--- src/rtl/utf8d_pkg.sv ---
// utf8d_pkg: types, constants and queue sizes for the utf-8 decoder
// no dependencies; every rtl module of the decoder imports it

package utf8d_pkg;

  localparam int QUEUE_DEPTH = 4;
  localparam int QPTR_W      = $clog2(QUEUE_DEPTH);
  localparam int QCNT_W      = $clog2(QUEUE_DEPTH + 1);
  localparam int OUT_DEPTH   = 2;
  localparam int OPTR_W      = $clog2(OUT_DEPTH);
  localparam int OCNT_W      = $clog2(OUT_DEPTH + 1);
  localparam int CP_W        = 21;

  localparam logic [7:0] ASCII_LIMIT = 8'h80;
  localparam logic [7:0] LEAD2_LO    = 8'hc2;
  localparam logic [7:0] LEAD2_HI    = 8'hdf;
  localparam logic [7:0] LEAD3_LO    = 8'he0;
  localparam logic [7:0] LEAD3_HI    = 8'hef;
  localparam logic [7:0] LEAD4_LO    = 8'hf0;
  localparam logic [7:0] LEAD4_HI    = 8'hf4;
  localparam logic [7:0] CONT_LO     = 8'h80;
  localparam logic [7:0] STRICT_LO   = 8'ha0;
  localparam logic [7:0] CONT_HI     = 8'hbf;

  typedef struct packed {
    logic [7:0] data_byte;
    logic       final_byte;
  } in_item_t;

  typedef struct packed {
    logic [CP_W-1:0] code_point;
    logic            code_present;
    logic            stream_end;
  } result_t;

  typedef enum logic [2:0] {
    CLS_ASCII,
    CLS_LEAD2,
    CLS_LEAD3,
    CLS_LEAD3_E0,
    CLS_LEAD4,
    CLS_IGNORE
  } byte_class_t;

  typedef struct packed {
    byte_class_t cls;
    logic        cont_ok;
    logic        cont_strict_ok;
    logic [7:0]  data_byte;
    logic        last;
  } class_item_t;

endpackage

--- src/rtl/utf8d_front.sv ---
// utf8d_front: classifies each incoming byte as ascii, lead or other
// depends on utf8d_pkg

module utf8d_front (
  input  utf8d_pkg::in_item_t    item,
  output utf8d_pkg::class_item_t cls_item
);
  import utf8d_pkg::*;

  logic [7:0] b;

  assign b = item.data_byte;

  always_comb begin
    cls_item.data_byte      = b;
    cls_item.last           = item.final_byte;
    cls_item.cont_ok        = (b >= CONT_LO) && (b <= CONT_HI);
    cls_item.cont_strict_ok = (b >= STRICT_LO) && (b <= CONT_HI);
    if (b < ASCII_LIMIT) begin
      cls_item.cls = CLS_ASCII;
    end else if (b >= LEAD2_LO && b <= LEAD2_HI) begin
      cls_item.cls = CLS_LEAD2;
    end else if (b == LEAD3_LO) begin
      cls_item.cls = CLS_LEAD3_E0;
    end else if (b > LEAD3_LO && b <= LEAD3_HI) begin
      cls_item.cls = CLS_LEAD3;
    end else if (b >= LEAD4_LO && b <= LEAD4_HI) begin
      cls_item.cls = CLS_LEAD4;
    end else begin
      cls_item.cls = CLS_IGNORE;
    end
  end

endmodule

--- src/rtl/utf8d_queue.sv ---
// utf8d_queue: short queue of classified bytes between front and back
// depends on utf8d_pkg

module utf8d_queue (
  input  logic                   clk,
  input  logic                   rst,
  input  logic                   wr_en,
  input  utf8d_pkg::class_item_t wr_item,
  output logic                   full,
  input  logic                   rd_en,
  output utf8d_pkg::class_item_t rd_item,
  output logic                   empty
);
  import utf8d_pkg::*;

  class_item_t       slots [QUEUE_DEPTH];
  logic [QPTR_W-1:0] wr_ptr;
  logic [QPTR_W-1:0] rd_ptr;
  logic [QCNT_W-1:0] count;
  logic              do_wr;
  logic              do_rd;

  assign full    = (count == QCNT_W'(QUEUE_DEPTH));
  assign empty   = (count == '0);
  assign do_wr   = wr_en && !full;
  assign do_rd   = rd_en && !empty;
  assign rd_item = slots[rd_ptr];

  always_ff @(posedge clk) begin
    if (do_wr) begin
      slots[wr_ptr] <= wr_item;
    end
  end

  always_ff @(posedge clk) begin
    if (rst) begin
      wr_ptr <= '0;
      rd_ptr <= '0;
      count  <= '0;
    end else begin
      if (do_wr) begin
        wr_ptr <= (wr_ptr == QPTR_W'(QUEUE_DEPTH - 1)) ? '0 : wr_ptr + 1'b1;
      end
      if (do_rd) begin
        rd_ptr <= (rd_ptr == QPTR_W'(QUEUE_DEPTH - 1)) ? '0 : rd_ptr + 1'b1;
      end
      if (do_wr && !do_rd) begin
        count <= count + 1'b1;
      end else if (do_rd && !do_wr) begin
        count <= count - 1'b1;
      end
    end
  end

  a_count_range: assert property (@(posedge clk) disable iff (rst)
    count <= QCNT_W'(QUEUE_DEPTH))
    else $error("queue count above depth");

  a_count_up: assert property (@(posedge clk) disable iff (rst)
    do_wr && !do_rd |=> count == $past(count) + 1'b1)
    else $error("queue count missed a write");

  a_count_down: assert property (@(posedge clk) disable iff (rst)
    do_rd && !do_wr |=> count == $past(count) - 1'b1)
    else $error("queue count missed a read");

endmodule

--- src/rtl/utf8d_back.sv ---
// utf8d_back: sequence state, code point assembly and result buffer
// depends on utf8d_pkg

module utf8d_back (
  input  logic                   clk,
  input  logic                   rst,
  input  utf8d_pkg::class_item_t cls_item,
  input  logic                   item_valid,
  output logic                   take,
  output utf8d_pkg::result_t     result,
  output logic                   empty,
  input  logic                   pop
);
  import utf8d_pkg::*;

  logic [1:0]        bytes_pending;
  logic [CP_W-1:0]   partial_value;
  logic              strict_second;
  logic              sequence_good;
  logic [1:0]        bytes_pending_next;
  logic [CP_W-1:0]   partial_value_next;
  logic              strict_second_next;
  logic              sequence_good_next;

  result_t           res_buf [OUT_DEPTH];
  logic [OPTR_W-1:0] ob_wr;
  logic [OPTR_W-1:0] ob_rd;
  logic [OCNT_W-1:0] ob_count;

  logic              have;
  logic [CP_W-1:0]   cp;
  logic              bad;
  logic              good_after;
  logic [CP_W-1:0]   shifted;
  logic              emit;
  logic              do_pop;
  logic              do_push;
  logic [7:0]        b;

  assign b       = cls_item.data_byte;
  assign take    = item_valid && (ob_count != OCNT_W'(OUT_DEPTH));
  assign empty   = (ob_count == '0);
  assign do_pop  = pop && !empty;
  assign emit    = have || cls_item.last;
  assign do_push = take && emit;
  assign result  = res_buf[ob_rd];

  assign bad        = strict_second ? !cls_item.cont_strict_ok : !cls_item.cont_ok;
  assign good_after = sequence_good && !bad;
  assign shifted    = {partial_value[CP_W-7:0], b[5:0]};

  always_comb begin
    bytes_pending_next = bytes_pending;
    partial_value_next = partial_value;
    strict_second_next = strict_second;
    sequence_good_next = sequence_good;
    have               = 1'b0;
    cp                 = '0;
    if (bytes_pending != 2'd0) begin
      bytes_pending_next = bytes_pending - 2'd1;
      partial_value_next = shifted;
      strict_second_next = 1'b0;
      sequence_good_next = good_after;
      if (bytes_pending == 2'd1) begin
        have               = good_after;
        cp                 = good_after ? shifted : '0;
        partial_value_next = '0;
        sequence_good_next = 1'b1;
      end
    end else begin
      case (cls_item.cls)
        CLS_ASCII: begin
          have = 1'b1;
          cp   = CP_W'(b[6:0]);
        end
        CLS_LEAD2: begin
          bytes_pending_next = 2'd1;
          partial_value_next = CP_W'(b[4:0]);
          sequence_good_next = 1'b1;
        end
        CLS_LEAD3: begin
          bytes_pending_next = 2'd2;
          partial_value_next = CP_W'(b[3:0]);
          strict_second_next = 1'b0;
          sequence_good_next = 1'b1;
        end
        CLS_LEAD3_E0: begin
          bytes_pending_next = 2'd2;
          partial_value_next = CP_W'(b[3:0]);
          strict_second_next = 1'b1;
          sequence_good_next = 1'b1;
        end
        CLS_LEAD4: begin
          bytes_pending_next = 2'd3;
          partial_value_next = CP_W'(b[2:0]);
          sequence_good_next = 1'b1;
        end
        CLS_IGNORE: begin
        end
        default: begin
        end
      endcase
    end
    if (cls_item.last) begin
      bytes_pending_next = 2'd0;
      partial_value_next = '0;
      strict_second_next = 1'b0;
      sequence_good_next = 1'b1;
    end
  end

  always_ff @(posedge clk) begin
    if (rst) begin
      bytes_pending <= 2'd0;
      partial_value <= '0;
      strict_second <= 1'b0;
      sequence_good <= 1'b1;
    end else if (take) begin
      bytes_pending <= bytes_pending_next;
      partial_value <= partial_value_next;
      strict_second <= strict_second_next;
      sequence_good <= sequence_good_next;
    end
  end

  // result buffer, two entries so a stalled reader does not block the next byte
  always_ff @(posedge clk) begin
    if (do_push) begin
      res_buf[ob_wr] <= '{code_point: cp, code_present: have, stream_end: cls_item.last};
    end
  end

  always_ff @(posedge clk) begin
    if (rst) begin
      ob_wr    <= '0;
      ob_rd    <= '0;
      ob_count <= '0;
    end else begin
      if (do_push) begin
        ob_wr <= (ob_wr == OPTR_W'(OUT_DEPTH - 1)) ? '0 : ob_wr + 1'b1;
      end
      if (do_pop) begin
        ob_rd <= (ob_rd == OPTR_W'(OUT_DEPTH - 1)) ? '0 : ob_rd + 1'b1;
      end
      if (do_push && !do_pop) begin
        ob_count <= ob_count + 1'b1;
      end else if (do_pop && !do_push) begin
        ob_count <= ob_count - 1'b1;
      end
    end
  end

  a_ob_range: assert property (@(posedge clk) disable iff (rst)
    ob_count <= OCNT_W'(OUT_DEPTH))
    else $error("result buffer count above depth");

  a_last_clears: assert property (@(posedge clk) disable iff (rst)
    take && cls_item.last |=> bytes_pending == 2'd0 && sequence_good && !strict_second)
    else $error("sequence state not cleared after last byte");

  a_push_counts: assert property (@(posedge clk) disable iff (rst)
    do_push && !do_pop |=> ob_count == $past(ob_count) + 1'b1)
    else $error("result buffer missed a transfer");

  a_strict_only_second: assert property (@(posedge clk) disable iff (rst)
    strict_second |-> bytes_pending == 2'd2)
    else $error("strict check armed outside second byte");

endmodule

--- src/rtl/utf8_to_code_point_decoder.sv ---
// utf8_to_code_point_decoder: top level of the utf-8 byte stream decoder
// depends on utf8d_pkg, utf8d_front, utf8d_queue and utf8d_back
//
// usage:
//   input channel: item carries one byte and its final mark; a transfer
//   happens on a rising edge with push high and full low
//   result channel: result holds the oldest waiting result while empty is
//   low; a transfer happens on a rising edge with pop high and empty low
//   each byte yields at most one result: a completed code point, or an end
//   mark on the final byte (with or without a code point)
//   a byte is written into the queue, then taken by the back end, which
//   writes its result into the result buffer, from which it can be popped
//   throughput: one byte per cycle while neither buffer is full, set by the
//   sequence state update in the back end
//   a four-entry queue sits between the classifier and the back end, and a
//   two-entry result buffer sits at the output, so a stalled receiver first
//   fills the result buffer, then the queue, and only then raises full
//   reset (rst, synchronous) empties both buffers and closes any open
//   sequence

module utf8_to_code_point_decoder (
  input  logic                clk,
  input  logic                rst,
  input  logic                push,
  input  utf8d_pkg::in_item_t item,
  output logic                full,
  output utf8d_pkg::result_t  result,
  output logic                empty,
  input  logic                pop
);
  import utf8d_pkg::*;

  class_item_t front_item;
  class_item_t back_item;
  logic        q_empty;
  logic        take;

  utf8d_front u_front (
    .item     (item),
    .cls_item (front_item)
  );

  utf8d_queue u_queue (
    .clk     (clk),
    .rst     (rst),
    .wr_en   (push),
    .wr_item (front_item),
    .full    (full),
    .rd_en   (take),
    .rd_item (back_item),
    .empty   (q_empty)
  );

  utf8d_back u_back (
    .clk        (clk),
    .rst        (rst),
    .cls_item   (back_item),
    .item_valid (!q_empty),
    .take       (take),
    .result     (result),
    .empty      (empty),
    .pop        (pop)
  );

endmodule

--- config.mk ---
export PLATFORM = sky130hd
export DESIGN_NAME = utf8_to_code_point_decoder
export DESIGN_NICKNAME = d
export VERILOG_FILES = /design/src/rtl/utf8d_pkg.sv /design/src/rtl/utf8d_front.sv /design/src/rtl/utf8d_queue.sv /design/src/rtl/utf8d_back.sv /design/src/rtl/utf8_to_code_point_decoder.sv
export SDC_FILE = /design/constraint.sdc
export NUM_CORES = 1
export LEC_CHECK = 0
export BUFFER_PORTS_ARGS = -buffer_cell sky130_fd_sc_hd__buf_4
export CORE_MARGIN = 4
export CORE_UTILIZATION = 45
export DETAILED_ROUTE_END_ITERATION = 8
export SYNTH_ARGS = -nofsm -noshare
export SYNTH_HDL_FRONTEND = slang
export SYNTH_HIERARCHICAL = 1
export SYNTH_SLANG_ARGS = --single-unit
--- constraint.sdc ---
create_clock -name clk -period 5.58 [get_ports clk]
set_clock_uncertainty 0.05 [all_clocks]
set_input_delay 1.116 -clock clk [delete_from_list [all_inputs] [get_ports clk]]
set_output_delay 1.116 -clock clk [all_outputs]
set_load 0.01 [all_outputs]
==> results of run 1 <==
==> how the worst max path moves through the flow <==
| stage | from | to | slack [ps] | depth (start not counted) |
|---|---|---|---|---|
| 2_1_floorplan | flop | u_back/res_buf[0][0]$_DFFE_PP_ | 2150 | 7 |
| 3_5_place_dp | flop | u_back/res_buf[0][10]$_DFFE_PP_ | 1610 | 5 |
| 4_1_cts | flop | u_back/res_buf[0][11]$_DFFE_PP_ | 1590 | 5 |
| 3_3_place_gp | flop | u_back/res_buf[0][3]$_DFFE_PP_ | 1680 | 5 |
| 5_1_grt | flop | u_back/res_buf[0][0]$_DFFE_PP_ | 1340 | 5 |
| 6_report | flop | u_back/res_buf[0][4]$_DFFE_PP_ | 1750 | 5 |
==> layout by cell type (no fill, tap or decap), drive strengths merged, types with 5 or more instances in the layout <==
master	instances
a21oi	7
and2	17
buf	37
clkbuf	20
clkinv	10
dfxtp	33
edfxtp	98
ha	7
inv	7
mux2	23
mux2i	6
mux4	13
nand2	5
nand2b	17
nand4	14
nor2	15
nor2b	11
nor3	5
o21ai	22
xor2	5
==> power groups by stage <==
stage	Combinational (W)	Clock [W]	Sequential, W
final	0.000956	0.00102	0.00142
after global routing	0.00106	0.00109	0.00145
after CTS	0.000976	0.00104	0.00143
after detailed placement	0.000972	0	0.00144
after global placement	0.000946	0	0.00144
after floorplan	0.000743	0	0.00136
==> metrics by stage <==
stage | hold slack (ps) | instance area [um2] | instances | total power [W]
after CTS | 412.6 | 6351 | 562 | 0.003445
final | 411.6 | 6351 | 562 | 0.003396
after detailed placement | 401.3 | 5799 | 530 | 0.002415
after global routing | 435.3 | 6351 | 562 | 0.003607
after global placement | 400.5 | 5799 | 530 | 0.002381
after floorplan | 387.6 | 5494 | 372 | 0.002106
==> worst register-to-register path: cells and delay by family, from the launching register on <==
kind / cells / cell delay [ps]
simple gates: 3 / 1610
flops: 1 / 880
mux: 1 / 660
compound gates: 1 / 220
==> per-layer routing <==
metal | vias up | global-route usage [%]
li1 | 1450 | -
met1 | 1486 | 17.86
met2 | 52 | 23.37
met3 | 8 | 3.828
met4 | 0 | 6.010
met5 | - | 0
==> sequential cells by signal, indices dropped and copies added (netlist names), named ones only <==
register              cells
u_queue/slots            52
u_back/ob_rd              1
u_back/res_buf           46
u_queue/rd_ptr            2
u_back/ob_wr              1
u_back/sequence_good      1
u_queue/count             3
u_back/strict_second      1
u_back/ob_count           2
u_queue/wr_ptr            2
u_back/partial_value     15
u_back/bytes_pending      2
==> cell type report <==
cell class                 count  area [um2]
clock inverter                12       115.1
multi-input combinational    206        1682
sequential                   131        3603
tap                          147       183.9
clock buffer                  20       436.7
fill                         993        5610
inverter                       9       52.55
timing repair buffer          37       277.8
==> results by group, run 1 <==
Worst setup path
  • Arr. time, crit path: 3790 ps
  • Crit-path max FO: 23
  • Reg2reg setup slack: 1750 ps
  • Critical path's largest stage delay: 950 ps
  • Worst r2r dst: u_back/res_buf[0][4]$_DFFE_PP_
  • Critical Path Start Type: flop
  • Crit-path slowest cell: nor2b_2
  • Critical path class: reg -> reg
  • Crit-path leading delay family: simple AND/OR/NAND/NOR gates
  • Crit path buf inv count: 0
  • Worst path cell trace: mux4_2 > nor2_1 > nor4b_2 > o31a_1 > nor2b_2
  • Crit path required time: 5550 ps
  • Worst setup EP type: flop
  • Reg2Reg Depth: 5

Die
  • Starting Density: 45.93%
  • Floorplan row count: 40
  • Top-Level Pins: 38
  • Chip height: 118.5 um
  • DIE WIDTH: 118.5 um
  • Core ar.: 11960 um2
  • Die area: 14040 um2

Power
  • Pwr dens: 534.8 nW/um2
  • Leak: 2.239 nW
  • Net switching power figure: 0.001024 W
  • Switching share of power: 30.16%
  • P_int: 0.002372 W
  • Comb pwr share: 28.1%
  • Clock power frac: 30.0%
  • Worst IR Drop VDD: 406.8 uV
  • Sequential share of power: 41.8%

Status
  • Outcome: finished, final reports clean

Drt
  • WL final: 9.335 mm
  • Routed Antenna Nets: 0
  • DRT Pass-1 Iters: 4
  • Vias: 2996
  • Vias per inst: 5.331
  • Wirelength per Cell: 16.61 um
  • DRT iter0 DRCs: 180
  • Uppermost routed layer: met4
  • DR DRC count: 0
  • WL met2: 4.734 mm
  • Met1 Wirelength: 4.121 mm
  • Routed length on met3: 408 um

CTS
  • CTS tree: yes
  • Worst-case clock buffer depth: 2
  • Resize count post-CTS: 0
  • Clock tree root driver cell: clkbuf_16
  • Worst-skew pair later-pin latency: 410 ps
  • Clock sink total: 131
  • # Post-CTS Setup Buffers: 0
  • # hold bufs at CTS: 0
  • CTS Buf Count: 17
  • Clock transition at path regs: 50 ps
  • H-tree levels: 4

STA
  • Final TNS setup: 0 ps
  • Hold Vio Cnt, Final: 0
  • Final Setup Violations: 0
  • Period utilization: 68.56%
  • Post-route setup slack: 1754 ps
  • Fin. max-slew vios: 0
  • Tmin final: 3826 ps
  • Worst Tran Pin Value: 1196 ps
  • Fmax: 0.2614 GHz
  • Slew HR: 19.89%
  • RSZ-0062 raised after global routing: no

GRT
  • Initial antenna violation count: 0
  • GRT overflow: 0
  • Vias in the first global route: 3040
  • First-pass GRT wire length: 15.60 mm
  • Total GRT Usage: 14.24%
  • Maximum number of pins on one net before global-route repair: 40

Finish
  • Layout Nets: 423
  • Ant diodes: 0
  • Fraction of layout cells with a size suffix above 1: 25.54%
  • Layout area overhead: 15.60%
  • Final core utilization: 53.10%

Place
  • Placer Congestion: 0.7362
  • Post-Place Setup Slack: 1612 ps
  • Final HPWL DP: 6.059 mm
  • IO buf count: 37

Hold path
  • Hold_sp: u_back/partial_value[12]$_SDFFE_PP0P_
  • Worst Hold Depth: 2
  • Hold crit path type: reg -> reg
  • Hold endpoint: u_back/partial_value[12]$_SDFFE_PP0P_

Synth
  • Yosys warning total: 6
  • Post-synthesis area per instance: 14.77 um2
  • Cells after Synth: 372
  • Synthesized area: 5494 um2
  • Post-Syn Nets: 393

Flow run
  • Max-cap check violation count: 0
(Power assumes the default switching activity.)
==> run 2, diff against run 1 <==
--- a/config.mk
+++ b/config.mk
@@ -5,6 +5,7 @@
 export SDC_FILE = /design/constraint.sdc
 export NUM_CORES = 1
 export LEC_CHECK = 0
+export ABC_AREA = 1
 export BUFFER_PORTS_ARGS = -buffer_cell sky130_fd_sc_hd__buf_4
 export CORE_MARGIN = 4
 export CORE_UTILIZATION = 45
==> constraint.sdc (replaced) <==
create_clock -name clk -period 3.4 [get_ports clk]
set_clock_uncertainty 0.05 [all_clocks]
set_input_delay 0.68 -clock clk [delete_from_list [all_inputs] [get_ports clk]]
set_output_delay 0.68 -clock clk [all_outputs]
set_load 0.01 [all_outputs]
==> run 2 against run 1 <==
Net effect:
- non-clock buffer count up 10
- maximum frequency up 42%
- count of clock-buffer cells in the layout down 2
- combinational power up 110%
- largest cell class unchanged
- utilization up 1.1 points
- final cell count up 30%
- critical path type unchanged
==> results by group, run 2 <==
CTS
  • H-tree levels: 4 (unchanged)
  • Worst-case clock buffer depth: 2 (unchanged)
  • # hold bufs at CTS: 0 (unchanged)
  • Worst-skew pair later-pin latency: 410 ps (about the same)
  • CTS tree: yes (unchanged)
  • CTS Buf Count: 17 (unchanged)
  • Resize count post-CTS: 0 (unchanged)
  • Clock tree root driver cell: clkbuf_16 (unchanged)
  • # Post-CTS Setup Buffers: 0 (unchanged)
  • Clock transition at path regs: 50 ps (about the same)
  • Clock sink total: 131 (unchanged)

Drt
  • Vias: 3589 (was 2996)
  • DRT Pass-1 Iters: 4 (unchanged)
  • WL final: 10.01 mm (was 9.335 mm)
  • DR DRC count: 0 (unchanged)
  • Wirelength per Cell: 13.70 um (was 16.61 um)
  • DRT iter0 DRCs: 210 (was 180)
  • Routed Antenna Nets: 0 (unchanged)
  • Vias per inst: 4.910 (was 5.331)

Finish
  • Commonest non-fill, non-tap cells in the layout: nor2_1 (98), edfxtp_1 (98), inv_1 (55) (was edfxtp_1 (98), buf_4 (37), dfxtp_1 (33))
  • Register with the most flip-flops: u_queue/slots (unchanged)
  • Largest register FFs: 52 (unchanged)
  • Ant diodes: 0 (unchanged)
  • Largest registers: u_queue/slots x52, u_back/res_buf x46, u_back/partial_value x15 (unchanged)
  • Fraction of layout cells with a size suffix above 1: 20.60% (was 25.54%)
  • Layout Nets: 571 (was 423)
  • Layout area overhead: 16.83% (was 15.60%)

Die
  • Top-Level Pins: 38 (unchanged)
  • Floorplan row count: 40 (unchanged)
  • Starting Density: 46.39% (was 45.93%)
  • Die area: 14340 um2 (was 14040 um2)
  • Core ar.: 12110 um2 (was 11960 um2)
  • DIE WIDTH: 119.7 um (was 118.5 um)
  • Chip height: 119.7 um (was 118.5 um)

Worst setup path
  • Crit path required time: 3640 ps (was 5550 ps)
  • Worst path cell trace: buf_4 > o21ai_0 > o22ai_1 > nand2_1 > nand2_1 > nand3_2 > nand3_1 > nand2_1 > inv_1 > ha_1 > a21oi_1 > o21ai_0 > o21ai_0 > a21oi_1 (was mux4_2 > nor2_1 > nor4b_2 > o31a_1 > nor2b_2)
  • Critical Path Start Type: flop (unchanged)
  • Crit-path slowest cell: dfxtp_1 (was nor2b_2)
  • Worst Setup EP: u_back/ob_count[1]$_SDFFE_PP0P_ (was u_back/res_buf[0][4]$_DFFE_PP_)
  • Reg2Reg Depth: 14 (was 5)
  • Reg2reg setup slack: 710 ps (was 1750 ps)
  • Crit-path max FO: 26 (was 23)
  • Worst r2r dst: u_back/ob_count[1]$_SDFFE_PP0P_ (was u_back/res_buf[0][4]$_DFFE_PP_)
  • Critical path class: reg -> reg (unchanged)
  • Critical path's largest stage delay: 350 ps (was 950 ps)
  • Arr. time, crit path: 2930 ps (was 3790 ps)
  • Worst setup EP type: flop (unchanged)

Synth
  • Yosys warning total: 6 (unchanged)
  • Synthesized area: 5619 um2 (was 5494 um2)
  • Post-Syn Nets: 531 (was 393)
  • Post-synthesis area per instance: 11.02 um2 (was 14.77 um2)
  • Cells after Synth: 510 (was 372)

Hold path
  • Hold crit path type: in -> reg (was reg -> reg)

STA
  • Final Setup Violations: 0 (unchanged)
  • Final TNS setup: 0 ps (unchanged)
  • Fin. max-slew vios: 0 (unchanged)
  • Period utilization: 79.20% (was 68.56%)
  • Fmax: 0.3714 GHz (was 0.2614 GHz)
  • Slew HR: 58.53% (was 19.89%)
  • Tmin final: 2693 ps (was 3826 ps)
  • Hold Vio Cnt, Final: 0 (unchanged)
  • Worst Tran Pin Value: 621.4 ps (was 1196 ps)
  • RSZ-0062 raised after global routing: no (unchanged)

Power
  • Switching share of power: 33.21% (was 30.16%)
  • Total Power: 0.006140 W (was 0.003396 W)
  • Leak: 2.563 nW (was 2.239 nW)
  • P_int: 0.004101 W (was 0.002372 W)
  • Worst IR Drop VDD: 586.0 uV (was 406.8 uV)
  • Pwr dens: 935.3 nW/um2 (was 534.8 nW/um2)
  • Comb pwr share: 33.3% (was 28.1%)
  • Net switching power figure: 0.002039 W (was 0.001024 W)
  • Sequential share of power: 37.6% (was 41.8%)
  • Clock power frac: 29.1% (was 30.0%)

GRT
  • Initial antenna violation count: 0 (unchanged)
  • Total GRT Usage: 15.14% (was 14.24%)
  • First-pass GRT wire length: 17.03 mm (was 15.60 mm)
  • Maximum number of pins on one net before global-route repair: 27 (was 40)
  • Vias in the first global route: 3602 (was 3040)
  • GRT overflow: 0 (unchanged)

Status
  • Outcome: finished, final reports clean (unchanged)

Place
  • Placer Congestion: 0.7749 (was 0.7362)
  • Final HPWL DP: 6.660 mm (was 6.059 mm)
  • IO buf count: 37 (unchanged)

Flow run
  • Max-cap check violation count: 0 (unchanged)
## run 2: area by class of cell
class | count | area, um2
multi-input cells | 291 | 1569
fillers | 1074 | 5547
well taps | 168 | 210.2
repair buffers | 47 | 352.8
inverters | 62 | 237.7
clock inverters | 14 | 162.7
flip-flops and latches | 131 | 3603
clock buffers | 18 | 429.2
## run 2: routing by layer
metal / global-route usage [%] / vias to the layer above / wire length, um
li1: - / 1810 / -
met1: 18.41 / 1694 / 4420
met2: 25.42 / 69 / 4956
met3: 3.252 / 16 / 458
met4: 7.731 / 0 / 178
met5: 0 / - / 0
## run 2: worst max-delay path: cells and delay by family, from the launching register on
kind	cells	cell delay (ps)
AO/OA/AOI/OAI	6	790
flip-flops	1	350
adder cells (fa/ha/maj)	1	250
AND/OR/NAND/NOR	5	790
buffers and inverters	2	350
## run 2: power groups by stage
stage	Combinational, W	Sequential, W	Clock, W
after global routing	0.00232	0.00235	0.00190
after global placement	0.00202	0.00233	0
final	0.00204	0.00231	0.00179
after CTS	0.00208	0.00231	0.00183
after detailed placement	0.00207	0.00234	0
after floorplan	0.00158	0.00232	0
## run 2: worst min path at each step
| stage | startpoint | end | slack (ps) | cells past startpoint |
|---|---|---|---|---|
| final | rst | u_queue/count[0]$_SDFFE_PP0P_ | 420 | 2 |
| after global routing | rst | u_queue/count[0]$_SDFFE_PP0P_ | 410 | 2 |
| after CTS | rst | u_queue/count[0]$_SDFFE_PP0P_ | 400 | 2 |
| after detailed placement | u_back/ob_rd$_SDFFE_PP0P_ | u_back/ob_rd$_SDFFE_PP0P_ | 420 | 2 |
| after global placement | u_back/ob_rd$_SDFFE_PP0P_ | u_back/ob_rd$_SDFFE_PP0P_ | 410 | 2 |
| after floorplan | u_back/ob_rd$_SDFFE_PP0P_ | flop | 400 | 2 |
## run 2: metrics by stage
stage | util (%) | hold slack, ps | instance area, um2 | setup slack (ps) | cells
floorplan | - | 397.4 | 5619 | 655.7 | 510
global placement | 49.32 | 409.6 | 5973 | 882.7 | 699
finish | 54.20 | 420.2 | 6565 | 707.1 | 731
global route | 54.20 | 414.1 | 6565 | 391.7 | 731
CTS | 54.20 | 402.4 | 6565 | 664.0 | 731
detailed placement | 49.32 | 419.6 | 5973 | 688.5 | 699
